## src/hw/rtl/dlic_pkg.sv

```systemverilog
// Types, constants and codes for the dual lockout interlock controller.
// No dependencies; imported by every other file of the block except the assertion header.
package dlic_pkg;

  localparam int SAMPLE_BITS = 12;
  localparam int TIMER_BITS  = 16;

  localparam int DELAY_W  = 16;
  localparam int SETTLE_W = 16;
  localparam int THRESH_W = 12;
  localparam int WIN_W    = 8;

  localparam int CFG_DATA_W = 16;
  localparam int CFG_IDX_W  = 2;

  localparam logic [DELAY_W-1:0]  DELAY_RST  = DELAY_W'(10000);
  localparam logic [SETTLE_W-1:0] SETTLE_RST = SETTLE_W'(2000);
  localparam logic [THRESH_W-1:0] THRESH_RST = THRESH_W'(1500);
  localparam logic [WIN_W-1:0]    WIN_RST    = WIN_W'(25);

  typedef enum logic [1:0] {
    ST_STANDBY = 2'd0,
    ST_DELAY   = 2'd1,
    ST_MONITOR = 2'd2,
    ST_TRIPPED = 2'd3
  } chan_st_t;

  typedef enum logic [1:0] {
    CMD_TICK   = 2'd0,
    CMD_START  = 2'd1,
    CMD_STOP   = 2'd2,
    CMD_SAMPLE = 2'd3
  } cmd_t;

  typedef enum logic [CFG_IDX_W-1:0] {
    REG_DELAY     = 2'd0,
    REG_SETTLE    = 2'd1,
    REG_THRESHOLD = 2'd2,
    REG_WINDOW    = 2'd3
  } reg_idx_t;

  typedef struct packed {
    logic [DELAY_W-1:0]  delay_ms;
    logic [SETTLE_W-1:0] settle_ms;
    logic [THRESH_W-1:0] threshold;
    logic [WIN_W-1:0]    window_ms;
  } cfg_t;

  typedef struct packed {
    cmd_t                   cmd;
    logic                   device;
    logic [SAMPLE_BITS-1:0] sample;
  } item_t;

  typedef struct packed {
    logic      main_relay_0;
    logic      main_relay_1;
    logic      shunt_relay;
    logic      timer_relay;
    logic      pilot_light;
    logic [1:0] alert_mask;
    chan_st_t  state_0;
    chan_st_t  state_1;
  } res_t;

endpackage

```

## src/hw/rtl/dlic_if.sv

```systemverilog
// Valid/ready channel interfaces for command words and result words.
// Depends on dlic_pkg.
interface dlic_in_if import dlic_pkg::*; ();
  logic                   valid;
  logic                   ready;
  logic [1:0]             cmd;
  logic                   device;
  logic [SAMPLE_BITS-1:0] sample;

  modport source (output valid, cmd, device, sample, input ready);
  modport sink   (input valid, cmd, device, sample, output ready);
endinterface

interface dlic_out_if import dlic_pkg::*; ();
  logic       valid;
  logic       ready;
  logic       main_relay_0;
  logic       main_relay_1;
  logic       shunt_relay;
  logic       timer_relay;
  logic       pilot_light;
  logic [1:0] alert_mask;
  logic [1:0] state_0;
  logic [1:0] state_1;

  modport source (output valid, main_relay_0, main_relay_1, shunt_relay, timer_relay,
                  pilot_light, alert_mask, state_0, state_1, input ready);
  modport sink   (input valid, main_relay_0, main_relay_1, shunt_relay, timer_relay,
                  pilot_light, alert_mask, state_0, state_1, output ready);
endinterface

```

## src/hw/rtl/dlic_cfg_regs.sv

```systemverilog
// Configuration register file: delay, settle, threshold, window.
// Depends on dlic_pkg.
module dlic_cfg_regs import dlic_pkg::*; (
  input  logic                  clk,
  input  logic                  rst_n,
  input  logic                  cfg_we,
  input  logic [CFG_IDX_W-1:0]  cfg_index,
  input  logic [CFG_DATA_W-1:0] cfg_wdata,
  output cfg_t                  cfg
);

  cfg_t cfg_r, cfg_nxt;

  always_comb begin
    cfg_nxt = cfg_r;
    if (cfg_we) begin
      case (reg_idx_t'(cfg_index))
        REG_DELAY:     cfg_nxt.delay_ms  = cfg_wdata[DELAY_W-1:0];
        REG_SETTLE:    cfg_nxt.settle_ms = cfg_wdata[SETTLE_W-1:0];
        REG_THRESHOLD: cfg_nxt.threshold = cfg_wdata[THRESH_W-1:0];
        REG_WINDOW:    cfg_nxt.window_ms = cfg_wdata[WIN_W-1:0];
        default:       cfg_nxt = cfg_r;
      endcase
    end
  end

  always_ff @(posedge clk) begin
    if (!rst_n) begin
      cfg_r.delay_ms  <= DELAY_RST;
      cfg_r.settle_ms <= SETTLE_RST;
      cfg_r.threshold <= THRESH_RST;
      cfg_r.window_ms <= WIN_RST;
    end else begin
      cfg_r <= cfg_nxt;
    end
  end

  assign cfg = cfg_r;

endmodule

```

## src/hw/rtl/dlic_core.sv

```systemverilog
// Interlock state and single-pass step logic: channel states, timers,
// relay levels and the windowed min/max span. Depends on dlic_pkg.
module dlic_core import dlic_pkg::*; (
  input  logic  clk,
  input  logic  rst_n,
  input  logic  en,
  input  item_t item,
  input  cfg_t  cfg,
  output res_t  res
);

  localparam int CMP_W  = (TIMER_BITS > DELAY_W) ?
                          ((TIMER_BITS > SETTLE_W) ? TIMER_BITS : SETTLE_W) :
                          ((DELAY_W > SETTLE_W) ? DELAY_W : SETTLE_W);
  localparam int SPAN_W = (SAMPLE_BITS > THRESH_W) ? SAMPLE_BITS : THRESH_W;
  localparam logic [TIMER_BITS-1:0] TIMER_MAX = '1;
  localparam logic [WIN_W-1:0]      WIN_MAX   = '1;

  chan_st_t              st_r   [2];
  chan_st_t              st_nxt [2];
  logic [TIMER_BITS-1:0] el_r   [2];
  logic [TIMER_BITS-1:0] el_nxt [2];
  logic [TIMER_BITS-1:0] el_inc [2];
  logic [1:0]            main_r, main_nxt;
  logic                  shunt_r, shunt_nxt;
  logic                  timer_r, timer_nxt;
  logic                  pilot_r, pilot_nxt;
  logic [SAMPLE_BITS-1:0] max_r, max_nxt;
  logic [SAMPLE_BITS-1:0] min_r, min_nxt;
  logic [WIN_W-1:0]      wc_r, wc_nxt;

  logic [WIN_W-1:0]       wc_inc;
  logic [WIN_W-1:0]       win_len;
  logic                   win_end;
  logic [1:0]             expire;
  logic [SAMPLE_BITS-1:0] span;
  logic                   trip;
  logic [1:0]             alert_c;

  // tick arithmetic, computed from the current state
  always_comb begin
    for (int i = 0; i < 2; i++) begin
      if ((st_r[i] == ST_DELAY || st_r[i] == ST_MONITOR) && el_r[i] != TIMER_MAX) begin
        el_inc[i] = el_r[i] + TIMER_BITS'(1);
      end else begin
        el_inc[i] = el_r[i];
      end
      expire[i] = CMP_W'(el_inc[i]) >= CMP_W'(cfg.delay_ms);
    end
  end

  assign wc_inc  = (wc_r != WIN_MAX) ? wc_r + WIN_W'(1) : wc_r;
  assign win_len = (cfg.window_ms == '0) ? WIN_W'(1) : cfg.window_ms;
  assign win_end = wc_inc >= win_len;
  // empty window leaves min above max: span reads zero
  assign span    = (max_r >= min_r) ? max_r - min_r : '0;
  assign trip    = (st_r[0] == ST_MONITOR) && win_end &&
                   (CMP_W'(el_inc[0]) > CMP_W'(cfg.settle_ms)) &&
                   (SPAN_W'(span) > SPAN_W'(cfg.threshold));

  // next state
  always_comb begin
    st_nxt    = st_r;
    el_nxt    = el_r;
    main_nxt  = main_r;
    shunt_nxt = shunt_r;
    timer_nxt = timer_r;
    pilot_nxt = pilot_r;
    max_nxt   = max_r;
    min_nxt   = min_r;
    wc_nxt    = wc_r;
    case (item.cmd)
      CMD_TICK: begin
        for (int i = 0; i < 2; i++) begin
          if (st_r[i] == ST_DELAY && expire[i]) begin
            main_nxt[i] = 1'b0;
            pilot_nxt   = 1'b0;
            st_nxt[i]   = ST_MONITOR;
            el_nxt[i]   = '0;
          end else begin
            el_nxt[i] = el_inc[i];
          end
        end
        // channel 0 in monitoring excludes any delay expiry on a tripping channel
        if (trip) begin
          shunt_nxt = 1'b0;
          timer_nxt = 1'b0;
          for (int j = 0; j < 2; j++) begin
            if (st_r[j] == ST_MONITOR) begin
              st_nxt[j] = ST_TRIPPED;
            end
          end
        end
        if (win_end) begin
          max_nxt = '0;
          min_nxt = '1;
          wc_nxt  = '0;
        end else begin
          wc_nxt = wc_inc;
        end
      end
      CMD_START: begin
        if (st_r[item.device] != ST_STANDBY) begin
          main_nxt[item.device] = 1'b1;
        end
        st_nxt[item.device] = ST_DELAY;
        el_nxt[item.device] = '0;
      end
      CMD_STOP: begin
        st_nxt[item.device]   = ST_STANDBY;
        el_nxt[item.device]   = '0;
        main_nxt[item.device] = 1'b1;
        if (st_nxt[0] == ST_STANDBY && st_nxt[1] == ST_STANDBY) begin
          shunt_nxt = 1'b1;
          timer_nxt = 1'b1;
          pilot_nxt = 1'b1;
        end
      end
      CMD_SAMPLE: begin
        if (item.sample > max_r) begin
          max_nxt = item.sample;
        end
        if (item.sample < min_r) begin
          min_nxt = item.sample;
        end
      end
      default: begin
        st_nxt = st_r;
      end
    endcase
  end

  // result word
  always_comb begin
    alert_c = '0;
    if (item.cmd == CMD_TICK && trip) begin
      alert_c[0] = 1'b1;
      alert_c[1] = (st_r[1] == ST_MONITOR);
    end
    res.main_relay_0 = main_nxt[0];
    res.main_relay_1 = main_nxt[1];
    res.shunt_relay  = shunt_nxt;
    res.timer_relay  = timer_nxt;
    res.pilot_light  = pilot_nxt;
    res.alert_mask   = alert_c;
    res.state_0      = st_nxt[0];
    res.state_1      = st_nxt[1];
  end

  always_ff @(posedge clk) begin
    if (!rst_n) begin
      st_r[0]  <= ST_STANDBY;
      st_r[1]  <= ST_STANDBY;
      el_r[0]  <= '0;
      el_r[1]  <= '0;
      main_r   <= '1;
      shunt_r  <= 1'b1;
      timer_r  <= 1'b1;
      pilot_r  <= 1'b1;
      max_r    <= '0;
      min_r    <= '1;
      wc_r     <= '0;
    end else if (en) begin
      st_r     <= st_nxt;
      el_r     <= el_nxt;
      main_r   <= main_nxt;
      shunt_r  <= shunt_nxt;
      timer_r  <= timer_nxt;
      pilot_r  <= pilot_nxt;
      max_r    <= max_nxt;
      min_r    <= min_nxt;
      wc_r     <= wc_nxt;
    end
  end

endmodule

```

## src/hw/rtl/dual_lockout_interlock_controller.sv

```systemverilog
// Dual lockout interlock controller, top level.
// Accepted words wait in the command register; results wait in the result register.
// Throughput: one word per cycle; the step logic between the command register
// and the result register is single pass, so back-to-back words are taken every
// cycle while the result side keeps up; a stalled result fills both registers.
// Reset (rst_n low, synchronous): channels standby, timers and window cleared,
// all relay levels high, configuration back to its default values.
module dual_lockout_interlock_controller import dlic_pkg::*; (
  input  logic                  clk,
  input  logic                  rst_n,
  dlic_in_if.sink               in_port,
  dlic_out_if.source            out_port,
  input  logic                  cfg_we,
  input  logic [CFG_IDX_W-1:0]  cfg_index,
  input  logic [CFG_DATA_W-1:0] cfg_wdata
);

  cfg_t  cfg;
  item_t item_r, item_nxt;
  logic  stage_v_r, stage_v_nxt;
  res_t  res_c;
  res_t  out_r, out_nxt;
  logic  out_v_r, out_v_nxt;

  logic  in_acc;
  logic  advance;
  logic  fire;

  dlic_cfg_regs u_cfg_regs (
    .clk       (clk),
    .rst_n     (rst_n),
    .cfg_we    (cfg_we),
    .cfg_index (cfg_index),
    .cfg_wdata (cfg_wdata),
    .cfg       (cfg)
  );

  // Pipeline moves when the result register is empty or being drained.
  // fire: the staged command word is executed and its result captured.
  assign advance       = !out_v_r || out_port.ready;
  assign fire          = stage_v_r && advance;
  assign in_port.ready = !stage_v_r || advance;
  assign in_acc        = in_port.valid && in_port.ready;

  // command register
  always_comb begin
    item_nxt    = item_r;
    stage_v_nxt = stage_v_r;
    if (in_acc) begin
      item_nxt.cmd    = cmd_t'(in_port.cmd);
      item_nxt.device = in_port.device;
      item_nxt.sample = in_port.sample;
      stage_v_nxt     = 1'b1;
    end else if (fire) begin
      stage_v_nxt = 1'b0;
    end
  end

  // State advances only on fire, so each word sees the state its
  // predecessor left behind.
  dlic_core u_core (
    .clk   (clk),
    .rst_n (rst_n),
    .en    (fire),
    .item  (item_r),
    .cfg   (cfg),
    .res   (res_c)
  );

  // result register
  always_comb begin
    out_nxt   = out_r;
    out_v_nxt = out_v_r;
    if (fire) begin
      out_nxt   = res_c;
      out_v_nxt = 1'b1;
    end else if (out_port.ready) begin
      out_v_nxt = 1'b0;
    end
  end

  always_ff @(posedge clk) begin
    if (!rst_n) begin
      stage_v_r <= 1'b0;
      out_v_r   <= 1'b0;
    end else begin
      stage_v_r <= stage_v_nxt;
      out_v_r   <= out_v_nxt;
    end
  end

  // payload registers, no reset needed
  always_ff @(posedge clk) begin
    item_r <= item_nxt;
    out_r  <= out_nxt;
  end

  assign out_port.valid        = out_v_r;
  assign out_port.main_relay_0 = out_r.main_relay_0;
  assign out_port.main_relay_1 = out_r.main_relay_1;
  assign out_port.shunt_relay  = out_r.shunt_relay;
  assign out_port.timer_relay  = out_r.timer_relay;
  assign out_port.pilot_light  = out_r.pilot_light;
  assign out_port.alert_mask   = out_r.alert_mask;
  assign out_port.state_0      = out_r.state_0;
  assign out_port.state_1      = out_r.state_1;

endmodule

```

## src/flat_wrapper.sv

```systemverilog
// flat-port wrapper written by rule: the top's interface ports become plain ports
module dual_lockout_interlock_controller_flat import dlic_pkg::*;
  (clk, rst_n, cfg_we, cfg_index, cfg_wdata, in_port_valid, in_port_cmd, in_port_device, in_port_sample, in_port_ready, out_port_valid, out_port_main_relay_0, out_port_main_relay_1, out_port_shunt_relay, out_port_timer_relay, out_port_pilot_light, out_port_alert_mask, out_port_state_0, out_port_state_1, out_port_ready);
  dlic_in_if in_port_i ();
  dlic_out_if out_port_i ();
  input  logic clk;
  input  logic rst_n;
  input  logic cfg_we;
  input  logic [CFG_IDX_W-1:0] cfg_index;
  input  logic [CFG_DATA_W-1:0] cfg_wdata;
  input wire logic [$bits(in_port_i.valid)-1:0] in_port_valid;
  input wire logic [$bits(in_port_i.cmd)-1:0] in_port_cmd;
  input wire logic [$bits(in_port_i.device)-1:0] in_port_device;
  input wire logic [$bits(in_port_i.sample)-1:0] in_port_sample;
  output wire logic [$bits(in_port_i.ready)-1:0] in_port_ready;
  output wire logic [$bits(out_port_i.valid)-1:0] out_port_valid;
  output wire logic [$bits(out_port_i.main_relay_0)-1:0] out_port_main_relay_0;
  output wire logic [$bits(out_port_i.main_relay_1)-1:0] out_port_main_relay_1;
  output wire logic [$bits(out_port_i.shunt_relay)-1:0] out_port_shunt_relay;
  output wire logic [$bits(out_port_i.timer_relay)-1:0] out_port_timer_relay;
  output wire logic [$bits(out_port_i.pilot_light)-1:0] out_port_pilot_light;
  output wire logic [$bits(out_port_i.alert_mask)-1:0] out_port_alert_mask;
  output wire logic [$bits(out_port_i.state_0)-1:0] out_port_state_0;
  output wire logic [$bits(out_port_i.state_1)-1:0] out_port_state_1;
  input wire logic [$bits(out_port_i.ready)-1:0] out_port_ready;
  assign in_port_i.valid = in_port_valid;
  assign in_port_i.cmd = in_port_cmd;
  assign in_port_i.device = in_port_device;
  assign in_port_i.sample = in_port_sample;
  assign in_port_ready = in_port_i.ready;
  assign out_port_valid = out_port_i.valid;
  assign out_port_main_relay_0 = out_port_i.main_relay_0;
  assign out_port_main_relay_1 = out_port_i.main_relay_1;
  assign out_port_shunt_relay = out_port_i.shunt_relay;
  assign out_port_timer_relay = out_port_i.timer_relay;
  assign out_port_pilot_light = out_port_i.pilot_light;
  assign out_port_alert_mask = out_port_i.alert_mask;
  assign out_port_state_0 = out_port_i.state_0;
  assign out_port_state_1 = out_port_i.state_1;
  assign out_port_i.ready = out_port_ready;
  dual_lockout_interlock_controller u_core (.clk(clk), .rst_n(rst_n), .in_port(in_port_i), .out_port(out_port_i), .cfg_we(cfg_we), .cfg_index(cfg_index), .cfg_wdata(cfg_wdata));
endmodule
```

## config.mk

```make
export PLATFORM = sky130hd
export DESIGN_NAME = dual_lockout_interlock_controller_flat
export DESIGN_NICKNAME = d
export VERILOG_FILES = /design/src/hw/rtl/dlic_pkg.sv /design/src/hw/rtl/dlic_if.sv /design/src/hw/rtl/dlic_cfg_regs.sv /design/src/hw/rtl/dlic_core.sv /design/src/hw/rtl/dual_lockout_interlock_controller.sv /design/src/flat_wrapper.sv
export SDC_FILE = /design/constraint.sdc
export NUM_CORES = 1
export LEC_CHECK = 0
export ABC_CLOCK_PERIOD_IN_PS = 7600
export BUFFER_PORTS_ARGS = -buffer_cell sky130_fd_sc_hd__buf_2
export CORE_MARGIN = 3
export CORE_UTILIZATION = 53
export CTS_BUF_LIST = sky130_fd_sc_hd__clkbuf_8
export CTS_CLUSTER_DIAMETER = 30
export CTS_CLUSTER_SIZE = 12
export DETAILED_ROUTE_END_ITERATION = 8
export GPL_ROUTABILITY_DRIVEN = 0
export PLACE_DENSITY = 0.71
export SLEW_MARGIN = 20
export SYNTH_ARGS = -nofsm -noshare
export SYNTH_HDL_FRONTEND = slang
export SYNTH_SLANG_ARGS = --single-unit
```

## constraint.sdc

```tcl
create_clock -name clk -period 7.6 [get_ports clk]
set_input_delay 1.52 -clock clk [delete_from_list [all_inputs] [get_ports clk]]
set_output_delay 1.52 -clock clk [all_outputs]
set_load 0.005 [all_outputs]
```

# Word level (Yosys, flattened, before mapping)
# Index checks and enable logic that the tools add are counted.
# Widths: inputs -> output; s select.
# totals
ff_bits	153
inputBits	38
ramBits	0
wordCells	157
mem_count	0
mem_bits_ro	0
latchBits	0
# classes
n_eq_ne	16
shifts	0
n_lt_le_gt_ge	12
div	0
mux	49
reduce_logical	38
bitwise_logic	9
addsub	4
multipliers	0
# ops
cell	count
$mux 16	5
$pmux 32 s2	1
$mux 12	5
$pmux 12 s2	2
$add 16x1->16 const B	2
$and 32x32->32	1
$ge 16x16->1	2
$ne 16x16->1 const B	2
$not 32->32	1
$gt 12x12->1	2
$mux 8	3
$mux 2	9
$demux 16 s1	1
$gt 16x16->1	1
$mux 1	15
$logic_and 1x1->1	13
$eq 2x2->1 const B	6
$ge 12x12->1	1
$lt 12x12->1	1
$pmux 4 s3	1
$reduce_and 2->1	6
$sub 12x12->12	1
$reduce_bool 2->1	5
$add 8x1->8 const B	1
25 further kinds	41

# Longest topological paths before layout
# logic_depth
ltp_word	11
ltp_mapped	19
mapped_depth_nobuf	18

# By module
# From an unflattened synthesis, not the netlist that was laid out.
# unflattened
cells_unflattened	1117
area_unflattened_um2	9909.5
# by_module_without_submodules
mod	seq_area_each_um2	area_per_inst_um2	cells_per_inst	n_inst
dlic_core	1461.4	6952.9	879	1
dlic_cfg_regs	1041.0	2072.0	203	1
dual_lockout_interlock_controller	820.8	884.6	35	1

# Worst setup path before layout
# OpenSTA, ideal clock, no wires.
# synth_timing
path_type	register -> register
from	register u_core.u_core.max_r[0]
to	register u_core.out_r, in the netlist u_core.out_port.shunt_relay (data pin)
arrival_ns	3.663
path_slack_ns	3.666
n_path_buf	1
path_stages_with_launch	19
required_ns	7.328
setup_ns	0.272
cell_sequence	dfxtp_1 -> inv_1 -> ha_1 -> fa_1 -> nor2b_1 -> o21ai_0 -> a21o_1 -> a21oi_1 -> nand4_1 -> a41o_1 -> clkbuf_1 -> nor3_1 -> ha_1 -> nand4_1 -> a211o_1 -> a311oi_1 -> o211ai_1 -> o21ai_0 -> nand2_1
# synth_rtl
item	line	rtl
start, declared	dlic_core.sv:28	logic [SAMPLE_BITS-1:0] max_r, max_nxt;
start signal, assigned	dlic_core.sv:170	max_r <= max_nxt;
end signal, assigned	dual_lockout_interlock_controller.sv:95	out_r <= out_nxt;
end, declared	dual_lockout_interlock_controller.sv:22	res_t out_r, out_nxt;

==> impl_metrics.py <==
metrics = {
    "synthesis": {
        "syn_inst": 1124,
        "ys_types": 71,
        "netlist_area_sq_um": 9510,
        "ys_seq_elements": 153,
        "synthAdderAreaFrac": 0.153,
        "synth_xor_area_frac": 0.0359,
        "async_flop_share": 0,
        "syn_area_per_cell_sq_um": 8.46,
        "synth_top_family_by_area": "compound AO/OA/AOI/OAI gates",
        "yosysWarnings": 0,
        "synth_edf_count": 26,
        "synth_simple_gate_area_share": 0.190,
        "syn-num-nets": 1278,
        "seq_area_frac_synth": 0.350,
        "synth_ff_type": "dfxtp_1",
        "synth_compound_area_frac": 0.193,
        "synth.mux.area_fraction": 0.0197,
    },
    "timing": {
        "worstMarginPinSlew_ns": 0.977,
        "fin_ws_ns": 2.67,
        "slew_viol_final": 0,
        "slew_headroom": 0.332,
        "finalHoldViolations": 0,
        "final_period_minus_worst_setup_slack_ns": 4.93,
        "setup_viol": 0,
        "fin_worst_skew_ns": 0.0144,
        "fmax_mhz": 203,
        "whs_ns": 0.459,
        "fin_crit_sh": 0.649,
        "tns_ns": 0,
        "rsz0062_at_grt": "false",
    },
    "power": {
        "p_leak_nw": 4.45,
        "power_density_nw_per_um2": 154,
        "combPwrFrac": 0.099,
        "pwr-share-seq": 0.548,
        "p_switching_mw": 0.435,
        "intPower_mw": 1.14,
        "irDropWorstVdd_v": 0.000161,
        "p_sw_frac": 0.276,
        "clock_power_share": 0.353,
    },
    "setup_path": {
        "rrSetupSlack_ns": 2.67,
        "start_kind": "flop",
        "rr_endpoint": "u_core.out_port.timer_relay",
        "critPathCaptureType": "flop",
        "ff2ff_path_depth": 18,
        "slowest_delay_ns": 0.78,
        "setup.worst_path.end": "u_core.out_port.timer_relay",
        "worstSetupPathType": "reg -> reg",
        "worstPathMaxFanout": 12,
        "cp.required_ns": 7.81,
        "r2r_start": "u_core.u_core.max_r[0]",
        "cp_data_arrival_time_ns": 5.14,
        "crit_path_start": "u_core.u_core.max_r[0]",
        "cp_slowest_cell": "a311oi_1",
        "crit_chain": "inv_1, ha_1, fa_1, nor2b_1, o21ai_0, a21o_1, a21oi_1, nand4_1, a41o_1, or2_2, ha_1, nor2b_1, o211ai_1, a211o_1, a311oi_1, o211ai_1, o21ai_0, nand2_1",
    },
    "floorplan": {
        "dieWidth_microns": 140,
        "io_pins": 51,
        "fp-row-count": 48,
        "dieArea_sq_um": 19600,
        "core_sq_um": 17400,
        "initial_core_util": 0.546,
        "die_y_microns": 140,
    },
    "final_layout": {
        "diodes": 0,
        "drive_gt1_frac": 0.0923,
        "final_area_sq_um": 10300,
        "fin_nets": 1311,
        "area_growth_syn_to_layout_pct": 7.98,
    },
    "cts": {
        "cts_setup_buffers": 0,
        "clock_path_buffers": 2,
        "cts_buffers": 17,
        "cts.sinks": 153,
        "root_buffer": "clkbuf_8",
        "cts_tree": "done",
        "clk_pin_slew_ns": 0.08,
        "htreeDepth": 4,
        "cts_resized": 0,
        "insertion_delay_ns": 0.47,
        "ctsHoldBuffers": 0,
    },
    "routing": {
        "vias_per_cell": 5.82,
        "routed_wl_microns": 23100,
        "firstDrtPassIters": 6,
        "drt_iter0_drc": 673,
        "wl_per_cell_microns": 16.5,
        "drc_errors": 0,
        "ant_nets": 0,
        "vias": 8115,
    },
    "worst_hold_path": {
        "hp-start": "u_core.u_cfg_regs.cfg[39]",
        "hold_class": "reg -> reg",
    },
    "global_routing": {
        "grt.overflow.total": 0,
        "antenna_found_initial": 0,
        "track_usage": 0.237,
        "grt_max_degree": 71,
        "grt_pass1_wl_microns": 37900,
        "grt_pass1_vias": 7467,
    },
    "placement": {
        "place_hpwl_microns": 16900,
        "placedInstanceArea_sq_um": 9920,
        "pre_cts_slack_ns": 2.77,
        "portBuffers": 50,
    },
    "outcome": {
        "status": "complete, no violations",
    },
    "job": {
        "maxCapViolations": 0,
    },
}
==> synthesized netlist by cell type, types with 4 or more instances <==
master	n	area, sq um
xnor2_1	25	219
dfxtp_1	127	2540
ha_1	115	1440
o21a_1	9	67.6
nand2_1	143	537
o211ai_1	27	203
nor2_1	64	240
o21ai_0	54	270
a32o_1	11	110
or2_2	4	25.0
inv_1	97	364
clkbuf_1	35	131
a31oi_1	16	100
and3_1	9	56.3
xor2_1	14	123
a22o_1	7	61.3
and4_1	4	35.0
o31ai_1	4	30.0
or3_1	4	25.0
a211oi_1	9	67.6
mux2_2	6	67.6
edfxtp_1	26	781
mux2i_1	12	120
nand3_1	41	205
nor3b_1	4	30.0
a21oi_1	98	490
buf_2	5	25.0
nor4b_1	11	96.3
nor3_1	24	120
a21o_1	16	120
nor2b_1	9	56.3
nand4_1	22	138
nand2b_1	16	100
==> state kept, by name, summed over array words and instances, names as in the netlist <==
register	cells
u_core.u_core.timer_r	1
u_core.stage_v_r	1
u_core.u_core.main_r	2
u_core.u_core.el_r	32
u_core.u_core.min_r	12
u_core.out_port.alert_mask	2
u_core.u_core.st_r	4
u_core.item_r	15
u_core.out_port.shunt_relay	1
u_core.u_cfg_regs.cfg	52
u_core.u_core.max_r	12
u_core.out_port.pilot_light	1
u_core.out_port.state_1	2
u_core.u_core.shunt_r	1
u_core.out_port.timer_relay	1
u_core.u_core.pilot_r	1
u_core.out_port.valid	1
u_core.u_core.wc_r	8
u_core.out_port.main_relay_1	1
u_core.out_port.main_relay_0	1
u_core.out_port.state_0	2
==> power groups by stage <==
stage	Sequential, mW	Combinational, mW	Clock, mW
finish	0.863	0.156	0.556
global route	0.866	0.176	0.599
CTS	0.863	0.155	0.568
detailed placement	0.882	0.154	0
global placement	0.882	0.151	0
floorplan	0.877	0.104	0
==> worst min path at each step <==
stage	to	slack, ns	cells after the start
2_1_floorplan	u_core.u_cfg_regs.cfg[13]	0.44	2
3_3_place_gp	u_core.u_cfg_regs.cfg[41]	0.44	2
3_5_place_dp	u_core.u_cfg_regs.cfg[43]	0.45	2
4_1_cts	u_core.u_cfg_regs.cfg[43]	0.46	2
5_1_grt	u_core.u_cfg_regs.cfg[39]	0.49	2
6_report	u_core.u_cfg_regs.cfg[39]	0.46	2
==> per-layer routing <==
layer  wire, microns  track usage  part of all wire  up-vias
met4             294       0.0556             0.013        0
met2           10400        0.375              0.45      210
met5               0            0                 0        -
li1                -            -                 -     4089
met1           11200        0.339              0.49     3790
met3            1140       0.0451             0.050       26
==> stage by stage <==
step,power [mW],util,instances
4_1_cts,1.59,0.589,1395
3_3_place_gp,1.03,0.570,1363
6_report,1.58,0.589,1395
3_5_place_dp,1.04,0.570,1363
5_1_grt,1.64,0.589,1395
2_1_floorplan,0.981,-,1124
==> cell type report <==
class | instances | area [sq um]
well taps | 225 | 282
repair buffers | 59 | 318
inverters | 97 | 364
fillers | 1604 | 7150
multi-input cells | 829 | 5640
flip-flops and latches | 153 | 3320
clock inverters | 13 | 80.1
clock buffers | 19 | 262
==> cells by family (layout without fill, tap and decap cells) <==
| kind of cell | count (synthesis) | after routing |
|---|---|---|
| xor gates and xnor gates | 39 | 39 |
| buffers and inverters | 142 | 188 |
| adders and majority gates | 116 | 116 |
| DFF | 153 | 153 |
| and+or+nand+nor | 371 | 371 |
| muxes | 18 | 18 |
| AOI/OAI and AO/OA | 285 | 285 |
==> worst max-delay path, delay by kind of cell, from the launching register on <==
family	cells	cell delay [ns]
fa+ha+maj	3	0.80
buf+inv	1	0.06
simple gates	5	0.85
compound gates	9	2.58
flops	1	0.37
==> layout by cell type (no fill, tap or decap), types with 11 or more instances in the layout <==
cell,n
nand2_1,143
dfxtp_1,127
ha_1,115
inv_1,101
a21oi_1,98
nor2_1,63
o21ai_0,54
buf_2,50
nand3_1,41
o211ai_1,27
edfxtp_1,26
xnor2_1,25
nor3_1,24
nand4_1,22
clkbuf_8,19
a21o_1,16
nand2b_1,16
a31oi_1,16
xor2_1,14
mux2i_1,12
a32o_1,11
nor4b_1,11
No activity file was read; power rests on OpenSTA's default activity.
